--- src/rtl/crc_pkg.sv ---
`default_nettype none
package crc_pkg;

  // Card geometry: two 12-bit columns share one row of the column store
  localparam int CARD_COLUMNS = 80;
  localparam int COL_W        = 12;
  localparam int ROW_W        = 2 * COL_W;
  localparam int ROWS         = (CARD_COLUMNS + 1) / 2;
  localparam int AW           = (ROWS > 1) ? $clog2(ROWS) : 1;
  localparam int CW           = $clog2(CARD_COLUMNS + 1);

  // Stream widths
  localparam int IN_DW  = 56;
  localparam int IN_UW  = 3;
  localparam int OUT_DW = 48;

  // Configuration port
  localparam int CFG_IW = 2;
  localparam int CFG_DW = 16;
  localparam logic [CFG_IW-1:0] CFG_TRANSFER_ADDR  = 2'd0;
  localparam logic [CFG_IW-1:0] CFG_TRANSFER_COUNT = 2'd1;
  localparam logic [CFG_IW-1:0] CFG_ZIO_FLAG       = 2'd2;

  // Request kinds on the input stream
  localparam logic [2:0] REQ_WRITE  = 3'd0;
  localparam logic [2:0] REQ_STATUS = 3'd1;
  localparam logic [2:0] REQ_BYTE   = 3'd2;
  localparam logic [2:0] REQ_POLL   = 3'd3;
  localparam logic [2:0] REQ_ATTACH = 3'd4;

  // Classified operations passed from front to back
  localparam logic [2:0] OP_WRITE  = 3'd0;
  localparam logic [2:0] OP_READ   = 3'd1;
  localparam logic [2:0] OP_BYTE   = 3'd2;
  localparam logic [2:0] OP_POLL   = 3'd3;
  localparam logic [2:0] OP_ATTACH = 3'd4;
  localparam logic [2:0] OP_ERROR  = 3'd5;
  localparam logic [2:0] OP_NONE   = 3'd6;

  // E register selects
  localparam logic [7:0] E_WRITE = 8'd7;
  localparam logic [7:0] E_READ  = 8'd17;

  // Mode field of the write command
  localparam logic [1:0] MODE_EBCDIC = 2'd2;
  localparam logic [1:0] MODE_IDLE   = 2'd3;

  // Status bits
  localparam logic [15:0] ST_STOP    = 16'h0004;
  localparam logic [15:0] ST_EMPTY   = 16'h0040;
  localparam logic [15:0] ST_MISSING = 16'h0080;
  localparam logic [15:0] ST_EBCDIC  = 16'h0001;

  // Rows 1-7 of a column
  localparam logic [COL_W-1:0] PUNCH_MASK = 12'h1FC;

  typedef struct packed {
    logic [2:0]  op;
    logic [1:0]  mode;
    logic [7:0]  cbyte;
    logic [17:0] deck;
  } cmd_t;

  typedef struct packed {
    logic [15:0] transfer_addr;
    logic [15:0] transfer_count;
    logic        zio_flag;
  } cfg_t;

  // Lowest field last, so the packed word matches the stream layout
  typedef struct packed {
    logic        busy_res;
    logic        io_error;
    logic        irq;
    logic        mem_zio;
    logic [7:0]  mem_byte;
    logic [15:0] mem_address;
    logic        mem_write;
    logic [15:0] read_data;
  } result_t;

  localparam int RES_W = $bits(result_t);

endpackage
`default_nettype wire

--- src/rtl/card_reader_controller.sv ---
`default_nettype none
// Card reader controller.
// Input stream in_*: one request per transfer; in_tuser carries the request
// kind (write command, status read, card byte, poll tick, deck attach) and
// in_tdata its operands. Every request gives exactly one result on out_*,
// which carries the status read data, the memory write of a poll, the
// interrupt pulse, the E register error and the busy flag.
// Configuration port cfg_*: transfer address, byte count and shared memory flag; the
// user must write it only while no request is in flight, which the block does not enforce.
// A request waits in the queue and its result is registered. Throughput: one
// request per cycle while the receiver does not stall; the back end executes one
// request per cycle, and polls prefetch the column store two rows ahead of the
// column pointer, so consecutive polls never wait on the store's read port.
// A two-entry queue separates the request side from execution; when the
// receiver stalls, the result register holds, the queue fills and in_tready
// drops after two more requests.
// Reset empties the queue, clears status, hopper count, card load and
// transfer state. The column store needs no clearing pass: it is read only
// after a full card has been written.
module card_reader_controller (
  input  logic                          clk,
  input  logic                          rst_n,
  input  logic                          in_tvalid,
  output logic                          in_tready,
  // e_select[7:0], write_value[23:8], card_byte[31:24], deck_size[49:32]
  input  logic [crc_pkg::IN_DW-1:0]     in_tdata,
  // req_type[2:0]
  input  logic [crc_pkg::IN_UW-1:0]     in_tuser,
  output logic                          out_tvalid,
  input  logic                          out_tready,
  // read_data[15:0], mem_write[16], mem_address[32:17], mem_byte[40:33],
  // mem_zio[41], irq[42], io_error[43], busy_res[44]
  output logic [crc_pkg::OUT_DW-1:0]    out_tdata,
  input  logic                          cfg_we,
  input  logic [crc_pkg::CFG_IW-1:0]    cfg_index,
  input  logic [crc_pkg::CFG_DW-1:0]    cfg_wdata
);
  import crc_pkg::*;

  cfg_t    cfg_r, cfg_nxt;
  cmd_t    f_cmd;
  cmd_t    q_cmd;
  logic    q_valid;
  logic    q_pop;
  result_t res;

  // Write configuration registers
  always_comb begin
    cfg_nxt = cfg_r;
    if (cfg_we) begin
      case (cfg_index)
        CFG_TRANSFER_ADDR:  cfg_nxt.transfer_addr  = cfg_wdata;
        CFG_TRANSFER_COUNT: cfg_nxt.transfer_count = cfg_wdata;
        CFG_ZIO_FLAG:       cfg_nxt.zio_flag       = cfg_wdata[0];
        default: begin
        end
      endcase
    end
  end

  always_ff @(posedge clk) begin
    if (!rst_n) begin
      cfg_r <= '0;
    end else begin
      cfg_r <= cfg_nxt;
    end
  end

  crc_front u_front (
    .req_type    (in_tuser[2:0]),
    .e_select    (in_tdata[7:0]),
    .write_value (in_tdata[23:8]),
    .card_byte   (in_tdata[31:24]),
    .deck_size   (in_tdata[49:32]),
    .cmd         (f_cmd)
  );

  crc_queue u_queue (
    .clk       (clk),
    .rst_n     (rst_n),
    .in_valid  (in_tvalid),
    .in_ready  (in_tready),
    .in_cmd    (f_cmd),
    .out_valid (q_valid),
    .out_pop   (q_pop),
    .out_cmd   (q_cmd)
  );

  crc_back u_back (
    .clk       (clk),
    .rst_n     (rst_n),
    .cfg       (cfg_r),
    .q_valid   (q_valid),
    .q_cmd     (q_cmd),
    .q_pop     (q_pop),
    .out_valid (out_tvalid),
    .out_ready (out_tready),
    .out_res   (res)
  );

  assign out_tdata = {(OUT_DW - RES_W)'(0), res};

endmodule
`default_nettype wire

--- src/rtl/crc_ram.sv ---
`default_nettype none
module crc_ram #(
  parameter int WIDTH = 24,
  parameter int DEPTH = 40,
  parameter int AW    = (DEPTH > 1) ? $clog2(DEPTH) : 1
) (
  input  logic             clk,
  input  logic             we,
  input  logic [AW-1:0]    waddr,
  input  logic [WIDTH-1:0] wdata,
  input  logic [AW-1:0]    raddr,
  output logic [WIDTH-1:0] rdata
);

  logic [WIDTH-1:0] mem_r [DEPTH];
  logic [WIDTH-1:0] rdata_r;

  // Write port and registered read port
  always_ff @(posedge clk) begin
    if (we) begin
      mem_r[waddr] <= wdata;
    end
    rdata_r <= mem_r[raddr];
  end

  assign rdata = rdata_r;

endmodule
`default_nettype wire

--- src/rtl/crc_front.sv ---
`default_nettype none
module crc_front (
  input  logic [2:0]    req_type,
  input  logic [7:0]    e_select,
  input  logic [15:0]   write_value,
  input  logic [7:0]    card_byte,
  input  logic [17:0]   deck_size,
  output crc_pkg::cmd_t cmd
);
  import crc_pkg::*;

  // Classify the request and check the E register
  always_comb begin
    cmd.mode  = write_value[15:14];
    cmd.cbyte = card_byte;
    cmd.deck  = deck_size;
    case (req_type)
      REQ_WRITE:  cmd.op = (e_select == E_WRITE) ? OP_WRITE : OP_ERROR;
      REQ_STATUS: cmd.op = (e_select == E_READ) ? OP_READ : OP_ERROR;
      REQ_BYTE:   cmd.op = OP_BYTE;
      REQ_POLL:   cmd.op = OP_POLL;
      REQ_ATTACH: cmd.op = OP_ATTACH;
      default:    cmd.op = OP_NONE;
    endcase
  end

endmodule
`default_nettype wire

--- src/rtl/crc_queue.sv ---
`default_nettype none
module crc_queue (
  input  logic          clk,
  input  logic          rst_n,
  input  logic          in_valid,
  output logic          in_ready,
  input  crc_pkg::cmd_t in_cmd,
  output logic          out_valid,
  input  logic          out_pop,
  output crc_pkg::cmd_t out_cmd
);
  import crc_pkg::*;

  cmd_t       entry_r [2];
  logic       wr_ptr_r, wr_ptr_nxt;
  logic       rd_ptr_r, rd_ptr_nxt;
  logic [1:0] count_r, count_nxt;
  logic       push;
  logic       pop;

  assign in_ready  = (count_r != 2'd2);
  assign out_valid = (count_r != 2'd0);
  assign out_cmd   = entry_r[rd_ptr_r];
  assign push      = in_valid && in_ready;
  assign pop       = out_pop && out_valid;

  // Advance pointers and occupancy
  always_comb begin
    wr_ptr_nxt = push ? ~wr_ptr_r : wr_ptr_r;
    rd_ptr_nxt = pop ? ~rd_ptr_r : rd_ptr_r;
    count_nxt  = count_r;
    if (push && !pop) begin
      count_nxt = count_r + 2'd1;
    end else if (pop && !push) begin
      count_nxt = count_r - 2'd1;
    end
  end

  always_ff @(posedge clk) begin
    if (!rst_n) begin
      wr_ptr_r <= 1'b0;
      rd_ptr_r <= 1'b0;
      count_r  <= 2'd0;
    end else begin
      wr_ptr_r <= wr_ptr_nxt;
      rd_ptr_r <= rd_ptr_nxt;
      count_r  <= count_nxt;
    end
  end

  // Hold request payloads
  always_ff @(posedge clk) begin
    if (push) begin
      entry_r[wr_ptr_r] <= in_cmd;
    end
  end

endmodule
`default_nettype wire

--- src/rtl/crc_back.sv ---
`default_nettype none
module crc_back (
  input  logic             clk,
  input  logic             rst_n,
  input  crc_pkg::cfg_t    cfg,
  input  logic             q_valid,
  input  crc_pkg::cmd_t    q_cmd,
  output logic             q_pop,
  output logic             out_valid,
  input  logic             out_ready,
  output crc_pkg::result_t out_res
);
  import crc_pkg::*;

  // Card loading
  logic [CW-1:0]    load_count_r, load_count_nxt;
  logic [1:0]       load_phase_r, load_phase_nxt;
  logic [7:0]       part0_r, part0_nxt;
  logic [7:0]       part1_r, part1_nxt;
  logic             card_ready_r, card_ready_nxt;
  // Transfer
  logic             active_r, active_nxt;
  logic             ebcdic_r, ebcdic_nxt;
  logic [15:0]      status_r, status_nxt;
  logic [1:0]       byte_phase_r, byte_phase_nxt;
  logic [CW-1:0]    col_ptr_r, col_ptr_nxt;
  logic [15:0]      cur_addr_r, cur_addr_nxt;
  logic [15:0]      bytes_rem_r, bytes_rem_nxt;
  logic [17:0]      hopper_r, hopper_nxt;
  // Column window: current row, next row, prefetch from the store
  logic [ROW_W-1:0] cur_row_r, cur_row_nxt;
  logic [ROW_W-1:0] nxt_row_r, nxt_row_nxt;
  logic             nxt_ram_r, nxt_ram_nxt;
  logic             nxt_oob_r, nxt_oob_nxt;
  logic [ROW_W-1:0] row0_r, row1_r;
  // Output register
  logic             out_valid_r, out_valid_nxt;
  result_t          res_r, res_nxt;

  logic             exec;
  logic [ROW_W-1:0] nxt_eff;
  logic [COL_W-1:0] col_a, col_b;
  logic [COL_W-1:0] punch;
  logic             multi_punch;
  logic [CW-1:0]    row_sum;
  logic             rd_oob;
  logic [CW:0]      lc_p1, lc_p2, ptr_p1;
  logic             first_last;
  logic [COL_W-1:0] col1, col2;
  logic             ram_we;
  logic [AW-1:0]    ram_waddr, ram_raddr;
  logic [ROW_W-1:0] ram_wdata, ram_rdata;
  logic             adv;
  logic [7:0]       mbyte;
  logic [15:0]      rem_dec;

  crc_ram #(
    .WIDTH (ROW_W),
    .DEPTH (ROWS)
  ) u_ram (
    .clk   (clk),
    .we    (ram_we),
    .waddr (ram_waddr),
    .wdata (ram_wdata),
    .raddr (ram_raddr),
    .rdata (ram_rdata)
  );

  assign exec      = q_valid && (!out_valid_r || out_ready);
  assign q_pop     = exec;
  assign out_valid = out_valid_r;
  assign out_res   = res_r;

  // Select the columns at the pointer and after it
  assign nxt_eff = nxt_ram_r ? (nxt_oob_r ? '0 : ram_rdata) : nxt_row_r;
  assign col_a   = col_ptr_r[0] ? cur_row_r[ROW_W-1:COL_W] : cur_row_r[COL_W-1:0];
  assign col_b   = col_ptr_r[0] ? nxt_eff[COL_W-1:0] : cur_row_r[ROW_W-1:COL_W];
  assign punch       = col_a & PUNCH_MASK;
  assign multi_punch = (punch & (punch - 12'd1)) != 12'd0;
  assign ptr_p1      = {1'b0, col_ptr_r} + (CW+1)'(1);
  assign rem_dec     = bytes_rem_r - 16'd1;

  // Prefetch the row two ahead of the pointer
  assign row_sum   = {1'b0, col_ptr_r[CW-1:1]} + CW'(2);
  assign rd_oob    = row_sum >= CW'(ROWS);
  assign ram_raddr = row_sum[AW-1:0];

  // Unpack a byte triple into two columns
  assign col1       = {part0_r, part1_r[7:4]};
  assign col2       = {part1_r[3:0], q_cmd.cbyte};
  assign lc_p1      = {1'b0, load_count_r} + (CW+1)'(1);
  assign lc_p2      = {1'b0, load_count_r} + (CW+1)'(2);
  assign first_last = lc_p1 >= (CW+1)'(CARD_COLUMNS);
  assign ram_waddr  = load_count_r[AW:1];
  assign ram_wdata  = {(first_last ? {COL_W{1'b0}} : col2), col1};

  always_comb begin
    load_count_nxt = load_count_r;
    load_phase_nxt = load_phase_r;
    part0_nxt      = part0_r;
    part1_nxt      = part1_r;
    card_ready_nxt = card_ready_r;
    active_nxt     = active_r;
    ebcdic_nxt     = ebcdic_r;
    status_nxt     = status_r;
    byte_phase_nxt = byte_phase_r;
    col_ptr_nxt    = col_ptr_r;
    cur_addr_nxt   = cur_addr_r;
    bytes_rem_nxt  = bytes_rem_r;
    hopper_nxt     = hopper_r;
    cur_row_nxt    = cur_row_r;
    nxt_row_nxt    = nxt_eff;
    nxt_ram_nxt    = 1'b0;
    nxt_oob_nxt    = 1'b0;
    ram_we         = 1'b0;
    adv            = 1'b0;
    mbyte          = 8'd0;
    res_nxt        = '0;

    if (exec) begin
      case (q_cmd.op)
        // Decode the mode and start a transfer, or report stop, empty hopper or missing card
        OP_WRITE: begin
          if (!active_r) begin
            if (q_cmd.mode == MODE_IDLE) begin
              status_nxt  = ST_STOP;
              res_nxt.irq = 1'b1;
            end else if (hopper_r == 18'd0) begin
              status_nxt  = ST_EMPTY;
              res_nxt.irq = 1'b1;
            end else if (!card_ready_r) begin
              status_nxt  = ST_MISSING;
              res_nxt.irq = 1'b1;
            end else begin
              ebcdic_nxt     = (q_cmd.mode == MODE_EBCDIC);
              cur_addr_nxt   = cfg.transfer_addr;
              bytes_rem_nxt  = cfg.transfer_count;
              col_ptr_nxt    = '0;
              byte_phase_nxt = 2'd0;
              active_nxt     = 1'b1;
              cur_row_nxt    = row0_r;
              nxt_row_nxt    = (ROWS > 1) ? row1_r : '0;
            end
          end
        end
        // Return status and clear it
        OP_READ: begin
          res_nxt.read_data = status_r;
          status_nxt        = 16'd0;
        end
        OP_ERROR: begin
          res_nxt.io_error = 1'b1;
        end
        // Collect card bytes and store a column pair per triple
        OP_BYTE: begin
          if (!card_ready_r) begin
            if (load_phase_r != 2'd2) begin
              if (load_phase_r == 2'd0) begin
                part0_nxt = q_cmd.cbyte;
              end else begin
                part1_nxt = q_cmd.cbyte;
              end
              load_phase_nxt = load_phase_r + 2'd1;
            end else begin
              ram_we         = 1'b1;
              load_phase_nxt = 2'd0;
              if (first_last) begin
                load_count_nxt = lc_p1[CW-1:0];
                card_ready_nxt = 1'b1;
              end else begin
                load_count_nxt = lc_p2[CW-1:0];
                card_ready_nxt = lc_p2 >= (CW+1)'(CARD_COLUMNS);
              end
            end
          end
        end
        // Emit one memory byte
        OP_POLL: begin
          if (active_r) begin
            if (ebcdic_r) begin
              adv = 1'b1;
              if (multi_punch) begin
                mbyte      = 8'd0;
                status_nxt = status_r | ST_EBCDIC;
              end else begin
                mbyte = col_a[7:0];
              end
            end else begin
              case (byte_phase_r)
                2'd0: begin
                  mbyte          = col_a[11:4];
                  byte_phase_nxt = 2'd1;
                end
                2'd1: begin
                  mbyte          = {col_a[3:0], col_b[11:8]};
                  adv            = 1'b1;
                  byte_phase_nxt = 2'd2;
                end
                default: begin
                  mbyte          = col_a[7:0];
                  adv            = 1'b1;
                  byte_phase_nxt = 2'd0;
                end
              endcase
            end
            // Slide the window when the pointer crosses into the next row
            if (adv) begin
              col_ptr_nxt = ptr_p1[CW-1:0];
              if (col_ptr_r[0]) begin
                cur_row_nxt = nxt_eff;
                nxt_ram_nxt = 1'b1;
                nxt_oob_nxt = rd_oob;
              end
            end
            res_nxt.mem_write   = 1'b1;
            res_nxt.mem_address = cur_addr_r;
            res_nxt.mem_byte    = mbyte;
            res_nxt.mem_zio     = cfg.zio_flag;
            cur_addr_nxt        = cur_addr_r + 16'd1;
            bytes_rem_nxt       = rem_dec;
            // End of transfer: drop the card and interrupt
            if (rem_dec == 16'd0 || (adv && ptr_p1 >= (CW+1)'(CARD_COLUMNS))) begin
              active_nxt = 1'b0;
              if (hopper_r != 18'd0) begin
                hopper_nxt = hopper_r - 18'd1;
              end
              card_ready_nxt = 1'b0;
              load_count_nxt = '0;
              load_phase_nxt = 2'd0;
              if ((status_nxt & ST_EBCDIC) == 16'd0) begin
                status_nxt = 16'd0;
              end
              res_nxt.irq = 1'b1;
            end
          end
        end
        // Attach a new deck
        OP_ATTACH: begin
          hopper_nxt     = q_cmd.deck;
          status_nxt     = 16'd0;
          active_nxt     = 1'b0;
          card_ready_nxt = 1'b0;
          load_count_nxt = '0;
          load_phase_nxt = 2'd0;
        end
        default: begin
        end
      endcase
    end
    res_nxt.busy_res = active_nxt;

    out_valid_nxt = exec ? 1'b1 : (out_ready ? 1'b0 : out_valid_r);
  end

  always_ff @(posedge clk) begin
    if (!rst_n) begin
      load_count_r <= '0;
      load_phase_r <= 2'd0;
      part0_r      <= 8'd0;
      part1_r      <= 8'd0;
      card_ready_r <= 1'b0;
      active_r     <= 1'b0;
      ebcdic_r     <= 1'b0;
      status_r     <= 16'd0;
      byte_phase_r <= 2'd0;
      col_ptr_r    <= '0;
      cur_addr_r   <= 16'd0;
      bytes_rem_r  <= 16'd0;
      hopper_r     <= 18'd0;
      nxt_ram_r    <= 1'b0;
      nxt_oob_r    <= 1'b0;
      out_valid_r  <= 1'b0;
    end else begin
      load_count_r <= load_count_nxt;
      load_phase_r <= load_phase_nxt;
      part0_r      <= part0_nxt;
      part1_r      <= part1_nxt;
      card_ready_r <= card_ready_nxt;
      active_r     <= active_nxt;
      ebcdic_r     <= ebcdic_nxt;
      status_r     <= status_nxt;
      byte_phase_r <= byte_phase_nxt;
      col_ptr_r    <= col_ptr_nxt;
      cur_addr_r   <= cur_addr_nxt;
      bytes_rem_r  <= bytes_rem_nxt;
      hopper_r     <= hopper_nxt;
      nxt_ram_r    <= nxt_ram_nxt;
      nxt_oob_r    <= nxt_oob_nxt;
      out_valid_r  <= out_valid_nxt;
    end
  end

  // Payload: window rows, first two rows of the card, result
  always_ff @(posedge clk) begin
    cur_row_r <= cur_row_nxt;
    nxt_row_r <= nxt_row_nxt;
    if (ram_we && load_count_r[CW-1:1] == (CW-1)'(0)) begin
      row0_r <= ram_wdata;
    end
    if (ram_we && load_count_r[CW-1:1] == (CW-1)'(1)) begin
      row1_r <= ram_wdata;
    end
    if (exec) begin
      res_r <= res_nxt;
    end
  end

endmodule
`default_nettype wire

--- config.mk ---
export PLATFORM = sky130hd
export DESIGN_NAME = card_reader_controller
export DESIGN_NICKNAME = d
export VERILOG_FILES = /design/src/rtl/crc_pkg.sv /design/src/rtl/card_reader_controller.sv /design/src/rtl/crc_ram.sv /design/src/rtl/crc_front.sv /design/src/rtl/crc_queue.sv /design/src/rtl/crc_back.sv
export SDC_FILE = /design/constraint.sdc
export NUM_CORES = 2
export LEC_CHECK = 0
export ABC_AREA = 1
export BUFFER_PORTS_ARGS = -buffer_cell sky130_fd_sc_hd__buf_4
export CAP_MARGIN = 5
export CELL_PAD_IN_SITES_DETAIL_PLACEMENT = 0
export CELL_PAD_IN_SITES_GLOBAL_PLACEMENT = 1
export CORE_ASPECT_RATIO = 1.1
export CORE_MARGIN = 3
export CORE_UTILIZATION = 51
export CTS_CLUSTER_DIAMETER = 150
export DETAILED_ROUTE_END_ITERATION = 6
export PLACE_DENSITY_LB_ADDON = 0.25
export SYNTH_ARGS = -nofsm -noshare
export SYNTH_HDL_FRONTEND = slang
export SYNTH_SLANG_ARGS = --single-unit
--- constraint.sdc ---
create_clock -name clk -period 6.3 [get_ports clk]
set_input_delay 0.315 -clock clk [delete_from_list [all_inputs] [get_ports clk]]
set_output_delay 0.315 -clock clk [all_outputs]
set_load 0.02 [all_outputs]
# Word level (Yosys, flattened, before mapping)
# Memories as Yosys holds them, arrays and structs flattened. A register that Yosys moved wholly into a read port is not among the register bits.
# Index checks and enable logic that the tools add are counted.
# totals
ff_bits	284
ramBits	1022
in_bits	82
out_inout_bits	50
wordCells	263
n_memories	2
# classes
n_addsub	11
n_lt_le_gt_ge	4
n_eq_ne	32
muxes	122
bitwise_logic	8
reduce_logical	50
# mem_list
name	depth	word_bits	read_ports	rd_ports_with_merged_regs	write_ports	line	text
u_back.u_ram.mem_r	40	24	1	1	1	crc_ram.sv:15	logic [WIDTH-1:0] mem_r [DEPTH];
u_queue.entry_r	2	31	1	1	1	crc_queue.sv:14	cmd_t entry_r [2];
# ops
op	n
24-bit 2-to-1 mux	15
16-bit 2-to-1 mux	20
7-bit 2-to-1 mux	11
16-bit case mux with 2 select lines	2
18-bit 2-to-1 mux	3
16-bit case mux with 3 select lines	1
24-bit case mux with 2 select lines	1
1-bit 2-to-1 mux	38
12-bit 2-to-1 mux	3
18-bit case mux with 2 select lines	1
16-bit logical NOT	2
5-bit AND reduction	6
27-bit 2-to-1 mux	1
8-bit by 7-bit >= comparator with 1-bit output, second input constant	3
2-bit 2-to-1 mux	12
7-bit case mux with 3 select lines	1
18-bit logical NOT	1
6-bit AND reduction	3
18-bit nonzero test	1
18-bit by 1-bit subtractor with 18-bit output, second input constant	1
16-bit by 1-bit adder with 16-bit output, second input constant	1
7-bit by 1-bit adder with 8-bit output, second input constant	2
8-bit 2-to-1 mux	2
2-bit inequality test, second input constant	8
other kinds (42)	88

# Longest topological paths before layout
# depth
depth_word	14
depth_mapped	17
ltp_nobuf	17

# By module
# Synthesis repeated with hierarchy kept, for this count alone.
# unflattened
cells_unflattened	5033
hier_area_um2	54717.5
# by_module_without_submodules
mod	instances	cells_each	area_per_inst_um2	seq_area_each_um2
crc_ram	1	3154	39176.3	29308.1
crc_back	1	1469	11254.5	5515.3
crc_queue	1	133	2487.4	1961.9
card_reader_controller	1	221	1477.7	660.6
crc_front	1	56	321.6	0.0

# Least setup slack after synthesis
# OpenSTA, ideal clock, no wires.
# synth_path
path_kind	register -> register
start	register u_back.out_valid_r, in the netlist u_back.out_valid
end	memory u_back.u_ram.mem_r[31][0] (enable)
arrival_ns	4.612
required_time_ns	5.834
setup_slack_ns	1.222
stages_incl_launch_ff	8
n_path_buf	0
synth_period_minus_slack_ns	5.078
cell_sequence	dfxtp_1 inv_1 nor2_1 a21oi_2 inv_1 nor3_1 nand2_1 nor4_1
# synth_via
elab_chain_len	6
# synth_rtl
element	line	text
start: declaration	crc_back.sv:37	logic out_valid_r, out_valid_nxt;
start signal: assignment	crc_back.sv:289	out_valid_r <= out_valid_nxt;
1-bit logical NOT	crc_back.sv:69	assign exec = q_valid && (!out_valid_r || out_ready);
1-bit logical OR	crc_back.sv:69	
1-bit logical AND	crc_back.sv:69	
named net q_pop	card_reader_controller.sv:44	logic q_pop;
1-bit 2-to-1 mux	crc_back.sv:120	if (exec) begin
1-bit 2-to-1 mux	crc_ram.sv:20	if (we) begin
1-bit 2-to-1 mux (implied by the code)	crc_ram.sv:21	mem_r[waddr] <= wdata;
end: declaration	crc_ram.sv:15	
# The timed path passes the listed nets, and every way through them passes these cells.

==> insert_results.sql <==
INSERT INTO impl_metrics (metric_group, metric, value, unit) VALUES
('run_status', 'result_of_the_run', 'finished clean', ''),
('hold_path', 'holdCritStartpoint', 'in_tvalid', ''),
('worst_setup_path', 'startpoint_type', 'flip-flop', ''),
('clock_network', 'cts_made_buffers', '133', ''),
('floorplan', 'io_pins', '132', ''),
('flow_run', 'timing.max_cap.violations', '0', ''),
('synth', 'synth_enable_flop_cells', '1127', ''),
('synth', 'synth_area', '0.0518', 'mm^2'),
('synth', 'synth_async_sr_flop_share', '0', '%'),
('synth', 'synth.ff_latch_count', '1307', ''),
('timing', 'slew_viol_final', '0', ''),
('clock_network', 'cts.clk_slew.worst_paths', '60', 'ps'),
('placed_design', 'place_ws', '2110', 'ps'),
('drt', 'antenna_left', '0', ''),
('drt', 'firstDrtPassIters', '6', ''),
('synth', 'synth_area_leaders', 'sky130_fd_sc_hd__edfxtp_1 (65%), sky130_fd_sc_hd__dfxtp_1 (7.0%), sky130_fd_sc_hd__o21ai_0 (5.3%), sky130_fd_sc_hd__nor2_1 (4.0%), sky130_fd_sc_hd__nand2_1 (4.0%)', ''),
('synth', 'number_of_library_cell_types_mapped_by_synthesis', '67', ''),
('pwr', 'irDropWorstVdd', '288', 'uV'),
('timing', 'grt_setup_unrepaired', 'false', ''),
('drt', 'initialDrtViolationCount', '3831', ''),
('finish', 'num_antenna_cells', '0', ''),
('global_route', 'initial_antenna_violation_count', '5', ''),
('synth', 'synth.top_cell.area_share', '65.4', '%'),
('hold_path', 'worstHoldEndpoint', 'u_queue.wr_ptr_r', ''),
('synth', 'gate_count_after_technology_mapping', '4220', ''),
('pwr', 'static_power_due_to_leakage', '20.0', 'nW'),
('clock_network', 'numClockSinks', '1307', ''),
('global_route', 'grt_pass1_vias', '33380', ''),
('floorplan', 'die_width', '310', 'um'),
('worst_setup_path', 'path_class', 'flip-flop to flip-flop', ''),
('worst_setup_path', 'cp_data_arrival_time', '4570', 'ps'),
('timing', 'totalNegativeSetupSlack', '0', 'ps'),
('timing', 'clock_skew', '39.6', 'ps'),
('clock_network', 'clock_latency', '750', 'ps'),
('drt', 'detail_route.drc_violations', '0', ''),
('placed_design', 'dpl.hpwl', '77000', 'um'),
('timing', 'final_hold_viol_count', '0', ''),
('finish', 'syn_to_final_growth', '13.9', '%'),
('synth', 'synth_area_per_cell', '12.3', 'um^2'),
('drt', 'detailroute.via_count', '34273', ''),
('drt', 'route.detailed.vias_per_inst', '5.96', ''),
('clock_network', 'clock_tree.root_cell', 'sky130_fd_sc_hd__clkbuf_16', ''),
('timing', 'timing.max_slew.rel_slack', '11.2', '%'),
('worst_setup_path', 'r2r-end', 'u_back.u_ram.mem_r[15][18]', ''),
('clock_network', 'htree_levels', '4', ''),
('placed_design', 'gp_routability_congestion', '0.799', ''),
('timing', 'post-route-min-period', '4170', 'ps'),
('timing', 'final_min_period_over_clock_period', '66.2', '%'),
('timing', 'worst-slew-pin-transition', '1330', 'ps'),
('finish', 'finish.net_count', '4450', ''),
('global_route', 'grt-ovfl-total', '0', ''),
('floorplan', 'floorplan.die_area', '0.105', 'mm^2'),
('worst_setup_path', 'setup_crit_end_kind', 'flip-flop', ''),
('timing', 'setup_viol_count_final', '0', ''),
('floorplan', 'start_util', '51.9', '%'),
('floorplan', 'dieHeight', '340', 'um'),
('clock_network', 'ctsLongestPathBuffers', '3', ''),
('global_route', 'grt_pass1_wl', '210000', 'um'),
('synth', 'synth_warnings', '0', ''),
('global_route', 'grt_max_degree', '159', ''),
('synth', 'synth_flop_cell', 'sky130_fd_sc_hd__edfxtp_1', ''),
('synth', 'ys_seq_area_share', '72.3', '%'),
('floorplan', 'core-area', '0.0998', 'mm^2'),
('drt', 'routedWlPerCell', '24.6', 'um'),
('drt', 'totalWireLength', '141000', 'um'),
('worst_setup_path', 'crit_fanout', '32', ''),
('clock_network', 'cts_tree', 'yes', ''),
('worst_setup_path', 'worst_r2r_path_depth', '14', ''),
('worst_setup_path', 'cp_data_required_time', '6700', 'ps'),
('hold_path', 'type_of_the_most_critical_hold_path', 'primary input to flip-flop', ''),
('timing', 'setup_slack', '2130', 'ps'),
('timing', 'max_freq', '240', 'MHz'),
('placed_design', 'place.port_buffers', '96', ''),
('finish', 'num-fill-cells', '7898', ''),
('worst_setup_path', 'reg2reg_setup_slack', '2130', 'ps'),
('pwr', 'power_per_cell_area', '386', 'mW/mm^2'),
('global_route', 'total_routing_resource_utilization_after_global_routing', '26.8', '%'),
('finish', 'final_layout_size_suffix_gt1_share', '11.6', '%'),
('floorplan', 'rows', '121', ''),
('synth', 'cell_taking_the_most_area_after_synthesis', 'sky130_fd_sc_hd__edfxtp_1', ''),
('hold_path', 'min_delay_path_depth', '5', '');
## state kept, by name, indices dropped and copies added, names as in the netlist, 16 cells and up, named ones only
register,cells
u_back.bytes_rem_r,16
u_back.nxt_row_r,24
u_back.u_ram.mem_r,960
u_back.cur_row_r,24
u_back.u_ram.rdata,24
u_queue.entry_r,62
u_back.row0_r,24
u_back.out_res,33
u_back.hopper_r,18
u_back.row1_r,24
u_back.cur_addr_r,16
cfg_r,33
## worst max-delay path by stage
stage                                 endpoint  depth (start not counted)  slack (ps)
floorplan            u_back.u_ram.mem_r[31][0]                          7        1220
global placement    u_back.u_ram.mem_r[15][11]                         14        2090
detailed placement  u_back.u_ram.mem_r[15][11]                         14        2110
CTS                 u_back.u_ram.mem_r[15][18]                         14        2090
global route               u_back.cur_row_r[9]                         15        1700
finish              u_back.u_ram.mem_r[15][18]                         14        2130
## metal layers
layer	track usage, %	wire length, um	vias up
li1	-	-	15608
met2	43.5	67300	1403
met3	4.49	10700	258
met1	37.2	59200	17004
met4	8.76	4180	0
met5	0	0	-
## stage by stage
stage               total power, mW  std cells  area [um^2]  util (%)  hold slack [ps]
finish                         22.8       5750        59000      59.1             64.0
global placement               15.1       5458        54200      54.3              435
CTS                            22.8       5750        59000      59.1             19.7
global route                   23.7       5750        59000      59.1             64.0
detailed placement             15.2       5458        54200      54.3              449
floorplan                      13.4       4234        51800         -              414
## cells in the mapped netlist, types with 4 or more instances
library cell and n:
sky130_fd_sc_hd__ha_1 13, sky130_fd_sc_hd__buf_1 26, sky130_fd_sc_hd__o21ai_1 5, sky130_fd_sc_hd__o31ai_1 6
sky130_fd_sc_hd__xor2_1 31, sky130_fd_sc_hd__inv_2 13, sky130_fd_sc_hd__a32o_1 5, sky130_fd_sc_hd__o2bb2ai_1 6
sky130_fd_sc_hd__edfxtp_1 1127, sky130_fd_sc_hd__o2111ai_1 33, sky130_fd_sc_hd__buf_4 16, sky130_fd_sc_hd__a221oi_1 119
sky130_fd_sc_hd__o311ai_0 4, sky130_fd_sc_hd__a31oi_1 25, sky130_fd_sc_hd__dfxtp_1 180, sky130_fd_sc_hd__o211ai_1 24
sky130_fd_sc_hd__or2_2 12, sky130_fd_sc_hd__nand3_1 163, sky130_fd_sc_hd__a21oi_1 128, sky130_fd_sc_hd__a211oi_1 9
sky130_fd_sc_hd__clkinv_1 4, sky130_fd_sc_hd__clkbuf_1 194, sky130_fd_sc_hd__nand3b_1 4, sky130_fd_sc_hd__o21ai_0 549
sky130_fd_sc_hd__nand2_1 550, sky130_fd_sc_hd__nand2_2 4, sky130_fd_sc_hd__a22oi_1 82, sky130_fd_sc_hd__inv_1 172
sky130_fd_sc_hd__buf_2 22, sky130_fd_sc_hd__mux2_2 24, sky130_fd_sc_hd__o221ai_1 5, sky130_fd_sc_hd__nor3_1 29
sky130_fd_sc_hd__nor2_1 553, sky130_fd_sc_hd__nor4_1 4, sky130_fd_sc_hd__nand4_1 17, sky130_fd_sc_hd__o22ai_1 13
## placed cells by master (no fill, tap or decap), drive strengths merged, types with 13 or more instances in the layout
cell,synthesis,final
edfxtp,1127,1127
nor2,558,558
o21ai,556,556
nand2,555,555
inv,186,196
buf,66,193
clkbuf,194,184
dfxtp,180,180
nand3,165,165
a21oi,129,129
a221oi,119,119
a22oi,82,82
dlygate4sd3,0,53
clkinv,4,39
o2111ai,33,33
xor2,31,31
nor3,29,29
a31oi,25,25
mux2,24,24
o211ai,24,24
nand4,19,19
conb,1,15
or2,15,15
o22ai,13,13
ha,13,13
## worst max-delay path: stages (launching register included)
cell,delay (ps)
sky130_fd_sc_hd__dfxtp_1,300
sky130_fd_sc_hd__buf_4,340
sky130_fd_sc_hd__inv_2,300
sky130_fd_sc_hd__or2_0,300
sky130_fd_sc_hd__o21ai_2,120
sky130_fd_sc_hd__inv_2,70
sky130_fd_sc_hd__nor2_1,90
sky130_fd_sc_hd__nand2_1,100
sky130_fd_sc_hd__nor3_2,110
sky130_fd_sc_hd__buf_4,260
sky130_fd_sc_hd__nand2_1,330
sky130_fd_sc_hd__nor2_1,230
sky130_fd_sc_hd__nand3_1,390
sky130_fd_sc_hd__nor2_2,480
sky130_fd_sc_hd__buf_4,400
## power breakdown
part / internal [mW] / leakage, nW / switching [mW]
Combinational: 1.30 / 6.28 / 3.24
Sequential: 10.2 / 11.7 / 0.335
Clock: 4.42 / 2.08 / 3.29
## cells by family after synthesis
logic type | after synthesis | share of synthesized area, %
AND/OR/NAND/NOR | 1353 | 10.7
buffers and inverters | 450 | 3.47
other | 1 | 0.00724
XOR/XNOR | 33 | 0.558
AO/OA/AOI/OAI | 1036 | 12.1
multiplexers | 27 | 0.580
adder cells (fa/ha/maj) | 13 | 0.314
flip-flops | 1307 | 72.3
## final cells by class
type,count,area (um^2),share of cell area [%]
clock inverter,55,584,0.990
sequential,1307,37500,63.5
clock buffer,184,3690,6.26
multi-input combinational,2477,12900,21.8
inverter,190,746,1.26
tap,1291,1620,2.74
timing repair buffer,246,2040,3.46
## repair_timing
item,CTS,global route
resized for setup,0,0
endpoints found under the hold margin,108,0
hold buffers,53,0
buffers inserted,0,0
Note: power is estimated with default switching activity, not from simulation.
